### src/design/oal_pkg.sv
// Shared types, codes and sizes for the ordered array list.
package oal_pkg;

    localparam int CAPACITY_DEF = 64;
    localparam int POS_W        = 7;
    localparam int VAL_W        = 32;
    localparam int GROUP        = 8;

    typedef enum logic [2:0] {
        ACT_PUSH_FRONT = 3'd0,
        ACT_PUSH_BACK  = 3'd1,
        ACT_INSERT_AT  = 3'd2,
        ACT_POP_FRONT  = 3'd3,
        ACT_POP_BACK   = 3'd4,
        ACT_REMOVE_AT  = 3'd5,
        ACT_READ_AT    = 3'd6
    } action_t;

    typedef enum logic [1:0] {
        ST_OK     = 2'd0,
        ST_FULL   = 2'd1,
        ST_EMPTY  = 2'd2,
        ST_BADIDX = 2'd3
    } status_t;

    typedef struct packed {
        logic             ins;
        logic             rem;
        logic [VAL_W-1:0] value;
    } cell_ctl_t;

endpackage

### src/design/oal_cell.sv
// One storage cell of the list; shifts toward either neighbor on insert or remove.
module oal_cell #(
    parameter int INDEX = 0,
    parameter int PW    = oal_pkg::POS_W
) (
    input  logic                       clk,
    input  oal_pkg::cell_ctl_t         ctl,
    input  logic [PW-1:0]              pos,
    input  logic [oal_pkg::VAL_W-1:0]  left_elem,
    input  logic [oal_pkg::VAL_W-1:0]  right_elem,
    output logic [oal_pkg::VAL_W-1:0]  elem
);

    localparam logic [PW-1:0] MY_IDX = PW'(INDEX);

    logic [oal_pkg::VAL_W-1:0] elem_reg;
    logic [oal_pkg::VAL_W-1:0] elem_next;

    always_comb
    begin
        elem_next = elem_reg;
        if (ctl.ins)
        begin
            if (MY_IDX > pos)
                elem_next = left_elem;
            else if (MY_IDX == pos)
                elem_next = ctl.value;
        end
        else if (ctl.rem)
        begin
            if (MY_IDX >= pos)
                elem_next = right_elem;
        end
    end

    always_ff @(posedge clk)
    begin
        elem_reg <= elem_next;
    end

    assign elem = elem_reg;

endmodule

### config.mk
export PLATFORM = sky130hd
export DESIGN_NAME = oal_cell
export DESIGN_NICKNAME = d
export VERILOG_FILES = /design/src/design/oal_pkg.sv /design/src/design/oal_cell.sv
export SDC_FILE = /design/constraint.sdc
export NUM_CORES = 1
export LEC_CHECK = 0
export CAP_MARGIN = 20
export CORE_AREA = 2 2 53 55
export DETAILED_ROUTE_END_ITERATION = 10
export DIE_AREA = 0 0 55 57
export DONT_BUFFER_PORTS = 1
export PLACE_DENSITY = 0.75
export SYNTH_ARGS = -nofsm -noshare
export SYNTH_HDL_FRONTEND = slang
export SYNTH_SLANG_ARGS = --single-unit
### constraint.sdc
create_clock -name clk -period 1.8 [get_ports clk]
set_input_delay 0.18 -clock clk [delete_from_list [all_inputs] [get_ports clk]]
set_output_delay 0.18 -clock clk [all_outputs]
set_load 0.01 [all_outputs]
==> results.toml <==
[timing]
hold_viol_final = 0
finalCritPeriodShare_pct = 52.45
tns_ns = 0
slew_headroom_pct = 81.19
slew_viol_final = 0
setup_viol = 0
worstMarginPinSlew_ns = 0.2796
min_period_ns = 0.9441
rsz0062_at_grt = "false"
max_freq_mhz = 1059
worst_hold_slack_ns = 0.07898

[global_routing]
antenna_found_initial = 0
grt_overflow = 0
grt_pass1_vias = 711
grt_pass1_wl_um = 3256
grt_max_degree = 34
track_usage_pct = 15.51

[clocking]
path_clk_slew_ns = 0.09
cts_num_sinks = 32
post_cts_buffers = 0
cts_buffers = 5
cts_tree = "done"
cts_max_path_buffers = 2
cts_hold_buf = 0
htree_levels = 2
cts_root_buf = "clkbuf_4"
cts_resized = 0

[layout]
nets = 181
layout.cells.non_filler = 106
area_growth_pct = 2.218
fill_cells = 201
diodes = 0
largest_register_ffs = 32
final_layout_size_suffix_gt1_share_pct = 52.00

[floorplanning]
core_um2 = 2615
initial_core_util_pct = 58.23
die_area_um2 = 3135
rows = 19
die_h_um = 57
die_x_um = 55
num_io_pins = 138

[synth]
synth_cell_types = 8
synth-seq-cells = 32
synth_top_family_by_area = "multiplexers"
synth-compound-area-share_pct = 0.6574
synth_top_area_share_pct = 63.11
synthesis.nets = 177
avgSynthCellArea_um2 = 21.45
synth-simple-area-share_pct = 0.7395
synthCells = 71
post-synth-top-count-cell = "edfxtp_1"
synth_edf_count = 32
synth_commonest_cells = "edfxtp_1, mux2_4, buf_12, mux2_2"
synthMuxAreaShare_pct = 30.81
synthAdderAreaFrac_pct = 0
synth-seq-area-share_pct = 63.11
syn_area_um2 = 1523
synth_xor_area_share_pct = 0
ys.flop_type = "edfxtp_1"
synth_area_leaders = "edfxtp_1, mux2_4, buf_12, mux2_2, buf_6"
synth_area_leader_cell = "edfxtp_1"
yosysWarnings = 0
synthArstFlopShare_pct = 0

[routing]
firstDrtPassIters = 3
drcViolationCount = 0
routed-via-count = 648
ant_nets = 0
avgRoutedWirePerCell_um = 23.25
viasPerCell = 6.113
drtIter0Drc = 21
wirelength_um = 2465

[placement]
globalplace.congestion = 0.7050
port_buffers = 0
hpwl_um = 1730
dpl.cell_count = 99

[outcome]
status = "complete, no violations"

[worst_setup_path]
critPathRequiredTime_ns = 1.62
path_class = "register to output pin"
cp-start-kind = "register"
worstPathArrival_ns = 0.76
cp-end-kind = "output pin"
crit_fanout = 1

[power_and_ir_drop]
power_density_nw_per_um2 = 824.8
ir_worst_vdd_mv = 0.5518
p_leak_nw = 0.5880

[worst_hold_path]
min_to = "elem[15]$_DFFE_PP_"
hp-class = "input port to register"
whs_path_depth = 1
hp-start = "ctl[15]"

[flow_run]
cap_violations = 0
area by class of cell:
| cell class | count | area, um^2 | area share [%] |
|---|---|---|---|
| flip-flops and latches | 32 | 960.9 | 61.74 |
| multi-input cells | 35 | 490.5 | 31.51 |
| clock buffers | 6 | 41.29 | 2.653 |
| well taps | 31 | 38.79 | 2.492 |
| repair buffers | 1 | 20.02 | 1.286 |
| clock inverters | 1 | 5.005 | 0.3215 |
metal layers:
| metal | vias to the layer above | wire [um] | part of all wire, % | track usage (%) |
|---|---|---|---|---|
| li1 | 286 | - | - | - |
| met5 | - | 0 | 0 | 0 |
| met4 | 0 | 58 | 2.4 | 8.362 |
| met2 | 62 | 1312 | 53 | 27.72 |
| met3 | 6 | 308 | 12 | 7.068 |
| met1 | 294 | 786 | 32 | 13.63 |
stage by stage:
stage / power, mW / setup slack [ns] / util, % / instance area, um^2
floorplan: 0.9726 / 0.2094 / - / 1523
global placement: 0.9446 / 0.5985 / 57.75 / 1510
detailed placement: 0.9491 / 0.5400 / 57.75 / 1510
CTS: 1.305 / 0.8307 / 59.52 / 1556
global route: 1.339 / 0.8231 / 59.52 / 1556
finish: 1.284 / 0.8559 / 59.52 / 1556
cells in the final DEF (no fill, tap or decap):
cell / synthesis / final
o211a_1: 1 / 1
nor4_1: 1 / 1
mux2_2: 3 / 3
edfxtp_1: 32 / 32
clkbuf_4: 0 / 5
clkbuf_1: 0 / 1
clkinv_2: 0 / 1
mux2_4: 29 / 29
nor3_1: 1 / 1
buf_12: 3 / 1
worst max path at each step:
stage / end / from / cells past startpoint
after floorplan: elem[0]$_DFFE_PP_ / pos[3] / 2
after global routing: elem[7] / elem[7]$_DFFE_PP_ / 0
final: elem[7] / elem[7]$_DFFE_PP_ / 0
after CTS: elem[7] / elem[7]$_DFFE_PP_ / 0
after detailed placement: elem[4]$_DFFE_PP_ / pos[3] / 3
after global placement: elem[0]$_DFFE_PP_ / pos[3] / 3
power breakdown:
part | leakage [nW] | internal, mW | switching [mW]
clock | 0.0281 | 0.144 | 0.209
combinational | 0.272 | 0.0826 | 0.0160
sequential | 0.288 | 0.829 | 0.00343
logic make-up (layout without fill, tap and decap cells):
logic type | Yosys count | count (layout)
compound gates | 1 | 1
simple gates | 2 | 2
flops | 32 | 32
buf+inv | 4 | 8
mux | 32 | 32
(Power assumes the default switching activity.)
